[config.mk]
export PLATFORM = sky130hd
export DESIGN_NAME = pacg_cell
export DESIGN_NICKNAME = d
export VERILOG_FILES = /design/src/rtl/pacg_pkg.sv /design/src/rtl/pacg_cell.sv
export SDC_FILE = /design/constraint.sdc
export NUM_CORES = 2
export LEC_CHECK = 0
export BUFFER_PORTS_ARGS = -buffer_cell sky130_fd_sc_hd__buf_2
export CAP_MARGIN = 20
export CELL_PAD_IN_SITES_DETAIL_PLACEMENT = 0
export CELL_PAD_IN_SITES_GLOBAL_PLACEMENT = 2
export CORE_UTILIZATION = 25
export DETAILED_ROUTE_END_ITERATION = 16
export PLACE_DENSITY_LB_ADDON = 0.1
export SYNTH_ARGS = -nofsm -noshare
export SYNTH_HDL_FRONTEND = slang
export SYNTH_SLANG_ARGS = --single-unit
[constraint.sdc]
create_clock -name clk -period 9.6 [get_ports clk]
set_input_delay 1.44 -clock clk [delete_from_list [all_inputs] [get_ports clk]]
set_output_delay 1.44 -clock clk [all_outputs]
set_load 0.02 [all_outputs]
[src/rtl/pacg_pkg.sv]
// ----------------------------------------------------------------------------
// pacg_pkg
// Shared types, constants and the winding update for the annulus gap test.
// ----------------------------------------------------------------------------
package pacg_pkg;

  localparam int MAX_SIDES_DEF = 16;
  localparam int CW            = 24;
  localparam int DW            = CW + 1;
  localparam int PW            = 2 * DW;
  localparam int SIDES_W       = 7;
  localparam int WIND_W        = 8;

  typedef enum logic [1:0] {
    CMD_LOAD_INNER = 2'd0,
    CMD_LOAD_OUTER = 2'd1,
    CMD_TEST       = 2'd2,
    CMD_NONE       = 2'd3
  } cmd_t;

  typedef enum logic [2:0] {
    CFG_Z_MIN       = 3'd0,
    CFG_Z_MAX       = 3'd1,
    CFG_INNER_R     = 3'd2,
    CFG_OUTER_CR    = 3'd3,
    CFG_INNER_SIDES = 3'd4,
    CFG_OUTER_SIDES = 3'd5,
    CFG_Z_TOL       = 3'd6
  } cfg_idx_t;

  typedef struct packed {
    logic                  valid;
    logic                  outer;
    logic [SIDES_W-1:0]    idx;
    logic signed [CW-1:0]  x;
    logic signed [CW-1:0]  y;
  } load_t;

  typedef struct packed {
    logic                   valid;
    logic signed [CW-1:0]   px;
    logic signed [CW-1:0]   py;
    logic signed [WIND_W-1:0] wind_o;
    logic signed [WIND_W-1:0] wind_i;
    logic                   pend_en;
    logic                   pend_outer;
    logic                   pend_up;
    logic                   pend_down;
    logic signed [PW-1:0]   pend_a;
    logic signed [PW-1:0]   pend_b;
  } token_t;

  // fold the pending edge of a word into its winding count
  function automatic token_t pacg_resolve(token_t t);
    token_t r;
    logic signed [WIND_W-1:0] step;
    r    = t;
    step = '0;
    if (t.pend_en) begin
      if (t.pend_up && (t.pend_a > t.pend_b)) step = WIND_W'(1);
      else if (t.pend_down && (t.pend_a < t.pend_b)) step = -WIND_W'(1);
    end
    if (t.pend_outer) r.wind_o = t.wind_o + step;
    else r.wind_i = t.wind_i + step;
    r.pend_en = 1'b0;
    return r;
  endfunction

endpackage

[src/rtl/pacg_cell.sv]
// ----------------------------------------------------------------------------
// pacg_cell
// One polygon edge: holds both end vertices, settles the previous edge and
// forms the cross product terms of its own edge for the passing word.
// ----------------------------------------------------------------------------
module pacg_cell
  import pacg_pkg::*;
#(
  parameter bit SEL_OUTER = 1'b0,
  parameter int IDX       = 0
) (
  input  logic               clk,
  input  logic               rst_n,
  input  load_t              load,
  input  logic [SIDES_W-1:0] n_sides,
  input  token_t             tok_in,
  output token_t             tok_out
);

  logic signed [CW-1:0] x0_r, y0_r, x1_r, y1_r;
  logic signed [DW-1:0] dx, dy, dpx, dpy;
  logic signed [PW-1:0] prod_a, prod_b;
  token_t tok_r, tok_nxt;

  always_ff @(posedge clk) begin
    if (load.valid && (load.outer == SEL_OUTER)) begin
      if (load.idx == SIDES_W'(IDX)) begin
        x0_r <= load.x;
        y0_r <= load.y;
      end
      if (load.idx == SIDES_W'(IDX + 1)) begin
        x1_r <= load.x;
        y1_r <= load.y;
      end
    end
  end

  assign dx     = DW'(x1_r) - DW'(x0_r);
  assign dy     = DW'(y1_r) - DW'(y0_r);
  assign dpx    = DW'(tok_in.px) - DW'(x0_r);
  assign dpy    = DW'(tok_in.py) - DW'(y0_r);
  assign prod_a = PW'(dx) * PW'(dpy);
  assign prod_b = PW'(dpx) * PW'(dy);

  always_comb begin
    tok_nxt            = pacg_resolve(tok_in);
    tok_nxt.pend_en    = tok_in.valid && (SIDES_W'(IDX) < n_sides);
    tok_nxt.pend_outer = SEL_OUTER;
    tok_nxt.pend_up    = (y0_r <= tok_in.py) && (y1_r > tok_in.py);
    tok_nxt.pend_down  = (y0_r > tok_in.py) && (y1_r <= tok_in.py);
    tok_nxt.pend_a     = prod_a;
    tok_nxt.pend_b     = prod_b;
  end

  always_ff @(posedge clk) begin
    if (!rst_n) begin
      tok_r.valid <= 1'b0;
    end else begin
      tok_r.valid <= tok_nxt.valid;
    end
    tok_r.px         <= tok_nxt.px;
    tok_r.py         <= tok_nxt.py;
    tok_r.wind_o     <= tok_nxt.wind_o;
    tok_r.wind_i     <= tok_nxt.wind_i;
    tok_r.pend_en    <= tok_nxt.pend_en;
    tok_r.pend_outer <= tok_nxt.pend_outer;
    tok_r.pend_up    <= tok_nxt.pend_up;
    tok_r.pend_down  <= tok_nxt.pend_down;
    tok_r.pend_a     <= tok_nxt.pend_a;
    tok_r.pend_b     <= tok_nxt.pend_b;
  end

  assign tok_out = tok_r;

endmodule

# Word-level counts from Yosys, hierarchy flattened
# Index checks and enable logic that the tools add are counted.
# classes
n_mux,5
n_bitwise,1
add_sub_neg,6
n_mul,2
n_reduce_logical,9
n_lt_le_gt_ge,7
n_eq_ne,1
# ops
op,n
25-bit by 25-bit multiplier with 50-bit output,2
24-bit by 24-bit subtractor with 25-bit output,4
50-bit greater-than comparator,1
50-bit < comparator,1
24-bit greater-than comparator,2
24-bit less-or-equal comparator,2
8-bit 2-to-1 mux,5
8-bit adder,2
"7-bit by 1-bit == test with 1-bit output, second input constant",1
7-bit logical NOT,1
"1-bit by 7-bit < comparator with 1-bit output, first input constant",1
1-bit logical AND,6
2-bit AND reduction,2
1-bit NOT,1
# totals
out_inout_bits,169
in_bits,235
elab_cells,45
regBits,264

# Logic depth before layout (Yosys ltp)
# logic_depth
ltp_word,7
depth_mapped,40
mapped_depth_nobuf,39

# Worst setup path after synthesis
# No wires, ideal clock.
# synth_timing
path_type,input to register
from,in tok_in[144] (netlist bit)
to,reg tok_r (netlist bit tok_out[47])
setup_slack_ps,-564
cell_stages,38
t_required_ps,9528
setup_ps,72
path_buffers,2
t_arrival_ps,10092
path_cell_list,inv_1 -> ha_1 -> inv_1 -> fa_1 -> a21o_1 -> a21oi_1 -> o21ai_0 -> and3_1 -> o21ai_0 -> a21oi_1 -> a211oi_1 -> nor2b_1 -> o31a_1 -> clkbuf_1 -> nor2_1 -> fa_1 -> fa_1 -> fa_1 -> [... 2 more ...] -> inv_1 -> fa_1 -> fa_1 -> inv_1 -> fa_1 -> inv_1 -> ha_1 -> clkbuf_1 -> and3_1 -> nand3_1 -> nor3_1 -> o211ai_1 -> and3_1 -> o31ai_1 -> a41oi_1 -> nor2_1 -> o41a_1 -> xor2_1
# synth_via
elab_chain_len,2
# synth_rtl
element,line_no,source
start: declaration,pacg_cell.sv:16,"input token_t tok_in,"
24-bit by 24-bit subtractor with 25-bit output,pacg_cell.sv:40,assign dpx = DW'(tok_in.px) - DW'(x0_r);
25-bit by 25-bit multiplier with 50-bit output,pacg_cell.sv:43,assign prod_b = PW'(dpx) * PW'(dy);
via prod_b[47],pacg_cell.sv:22,"logic signed [PW-1:0] prod_a, prod_b;"
end: declaration,pacg_cell.sv:23,"token_t tok_r, tok_nxt;"
# The timed path passes the listed nets, and every way through them passes these cells.
# A chain may end at the register's enable or synchronous reset.

# Final worst setup path
# layout_timing
from,reg x1_r[0]
to,reg tok_r (netlist bit tok_out[96])
# layout_via
elab_chain_len,2
# layout_rtl
element,line_no,source
start: declaration,pacg_cell.sv:20,"logic signed [CW-1:0] x0_r, y0_r, x1_r, y1_r;"
start signal: assignment,pacg_cell.sv:32,x1_r <= load.x;
24-bit by 24-bit subtractor with 25-bit output,pacg_cell.sv:38,assign dx = DW'(x1_r) - DW'(x0_r);
25-bit by 25-bit multiplier with 50-bit output,pacg_cell.sv:42,assign prod_a = PW'(dx) * PW'(dpy);
via prod_a[46],pacg_cell.sv:22,
# The timed path passes the listed nets, and every way through them passes these cells.

==> qor.yml <==
outcome: "finished clean"
setup_viol: 0
cts_tree: "yes"
synth_simple_gate_area_share_pct: 12.5
synth_fa_ha_area_share_pct: 55.7
grt_use_total_pct: 19.2
critPathArrivalTime_ns: 10.14
insertion_delay_ns: 0.70
tightest_slew_ns: 1.05
fin_util_pct: 32.4
synth_cell_type_count: 74
regToRegSetupSlack_ns: 0.04
cts.path.max_buffers: 3
slew_viol_final: 0
die_w_um: 484
min_period_ns: 9.56
synth_warnings: 0
dieArea_um2: 234000
grt_pass1_vias: 50500
grt_start_max_net_pins: 49
crit_fanout: 8
yosys-top-cells-area: "fa_1, ha_1, inv_1, dfxtp_1, nand2_1"
worstSetupEndpointType: "flop"
ys_seq_elements: 264
numCtsBuffers: 42
syn-cell-area_um2: 58000
viasPerCell: 4.29
dr.first_iter.drc_count: 1653
port-buffer-count: 402
row_count: 176
busiest_layer: "met2"
fin_crit_sh_pct: 99.6
fin_nets: 9421
core_region_area_um2: 230000
drtAntennaViolNets: 0
wl_mm: 221
clock.fmax_ghz: 0.105
final_layout_size_suffix_gt1_share_pct: 24.1
drc: 0
path_clk_slew_ns: 0.06
synth_most_common_cell: "inv_1"
grtUsageMet1_pct: 25.2
met2_usage_pct: 33.4
max_stage_delay_ns: 0.64
synth_ff_type: "dfxtp_1"
fin_worst_skew_ns: 0.0516
cts.sinks: 264
area_delta_synth_final_pct: 28.5
finalHoldViolations: 0
rsz0062_at_grt: "yes"
netlist.area_leader.share_pct: 45.6
slowest_stage: "fa_2"
die_y_um: 484
gp_congestion: 0.844
synth_xor_area_share_pct: 3.86
crit_path_start_kind: "flop"
grt_pass1_wl_mm: 333
synth_cells: 6187
synth_edf_count: 96
vias: 44900
synth_top_family_by_area: "adder cells"
dr.pass1.iters: 5
required_ns: 10.18
initial_core_util_pct: 25.2
pin_count: 404
cts.root.buffer_cell: "clkbuf_16"
ys_top_cells_by_count: "inv_1, fa_1, nand2_1, nor2_1, ha_1"
hp-class: "input pin to flop"
globalRouteOverflowTotal: 0
muxShareOfSynthArea_pct: 0.241
synth_top_area_cell: "fa_1"
async_flop_share_pct: 0
htreeDepth: 2
max_slew_margin_pct: 29.8
path_common_cell: "a21o_1"
synth_compound_area_share_pct: 6.69
max-cap-violations: 0
r2r_end: "tok_out[96]"
syn_nets: 8210
synth_area_per_cell_um2: 9.38
grt_antenna_before_repair: 23
crit_path_end: "tok_out[96]"
crit_type: "flop to flop"
ys_seq_area_share_pct: 10.8
wl_per_cell_um: 21.1
met3_usage_pct: 1.82
hold_buffers: 0
fin_tns_setup_ns: 0
r2r_start: "x1_r[0]"
ff2ff_path_depth: 36
hpwl_mm: 196
startpoint: "x1_r[0]"
==> worst min-delay path by stage <==
stage / cells past startpoint / from / slack, ns / endpoint
floorplan: 3 / y1_r[23] / 0.69 / tok_out[100]
global placement: 5 / y0_r[23] / 1.01 / tok_out[100]
detailed placement: 3 / y1_r[23] / 1.03 / tok_out[100]
CTS: 1 / tok_in[144] / 0.88 / tok_out[144]
global route: 1 / tok_in[144] / 0.86 / tok_out[144]
finish: 1 / tok_in[144] / 0.91 / tok_out[144]
==> critical path: cells and delay by family (launching register included) <==
family	cells	cell delay, ns
buffers and inverters	8	0.98
AO/OA/AOI/OAI	15	3.33
flip-flops	1	0.35
AND/OR/NAND/NOR	2	0.25
XOR/XNOR	1	0.14
adder cells (fa/ha/maj)	10	4.36
==> layer usage <==
metal	wire (um)	part of all wire, %
met4	6700	3.0
met2	109000	49
met1	98600	45
met3	6220	2.8
met5	63	0.029
==> area by class of cell <==
class | count | area (um^2)
Antenna cell | 11 | 27.5
Clock buffer | 45 | 1060
Clock inverter | 33 | 300
Fill cell | 24300 | 156000
Inverter | 1391 | 5230
Multi-Input combinational cell | 4340 | 47700
Sequential cell | 264 | 6250
Tap cell | 3026 | 3790
Timing Repair Buffer | 1359 | 10200
==> per-stage QoR <==
stage                     setup slack (ns)  std cells  hold WS [ns]  area [um^2]
final                               0.0394      10500         0.907        74600
after global routing                -0.334      10500         0.863        74600
after CTS                          -0.0160      10400         0.876        73400
after detailed placement             -1.48      10300          1.03        71200
after global placement               -1.51      10300          1.01        71200
after floorplan                    -0.0341       6187         0.689        58300
==> repair_timing <==
action	CTS	global route
setup endpoints to repair	42	44
pin swaps	103	153
setup buffers	33	33
cloned	1	1
gates resized for setup	149	224
==> logic make-up after synthesis <==
group                    count (synthesis)
XOR/XNOR                               254
other                                    1
buffers and inverters                 1583
multiplexers                            13
adder cells (fa/ha/maj)               1788
AND/OR/NAND/NOR                       1691
AO/OA/AOI/OAI                          593
flip-flops                             264
==> state kept, by name, indices dropped and copies added, names as in the netlist <==
name	flops
y1_r	24
x1_r	24
y0_r	24
x0_r	24
tok_out	168
==> layout by cell type, fill, tap and decap left out, types with 12 or more instances in the layout <==
cell type / n
inv_1: 1353
o21a_1: 31
nor2_2: 13
a21oi_2: 36
a21oi_1: 133
edfxtp_1: 96
nor2b_1: 76
o211ai_1: 18
nor3_1: 25
nor2_1: 462
o21ai_0: 77
a211oi_1: 12
buf_6: 32
buf_12: 64
clkbuf_16: 45
xnor2_2: 34
or2_2: 23
xor2_1: 75
xor2_2: 14
xnor2_1: 124
o21bai_1: 31
nand4_1: 32
buf_4: 854
and3_1: 15
nand3_1: 28
fa_1: 1272
ha_4: 27
fa_2: 50
inv_2: 33
nand2b_1: 64
o21ai_1: 15
a21o_1: 105
ha_1: 435
and2_1: 63
dfxtp_1: 168
a31oi_1: 13
buf_2: 401
nand2_1: 824
Power is left out: the tool's default activity adds up to more than one toggle a clock period on the data nets, which glitch-free logic cannot reach.
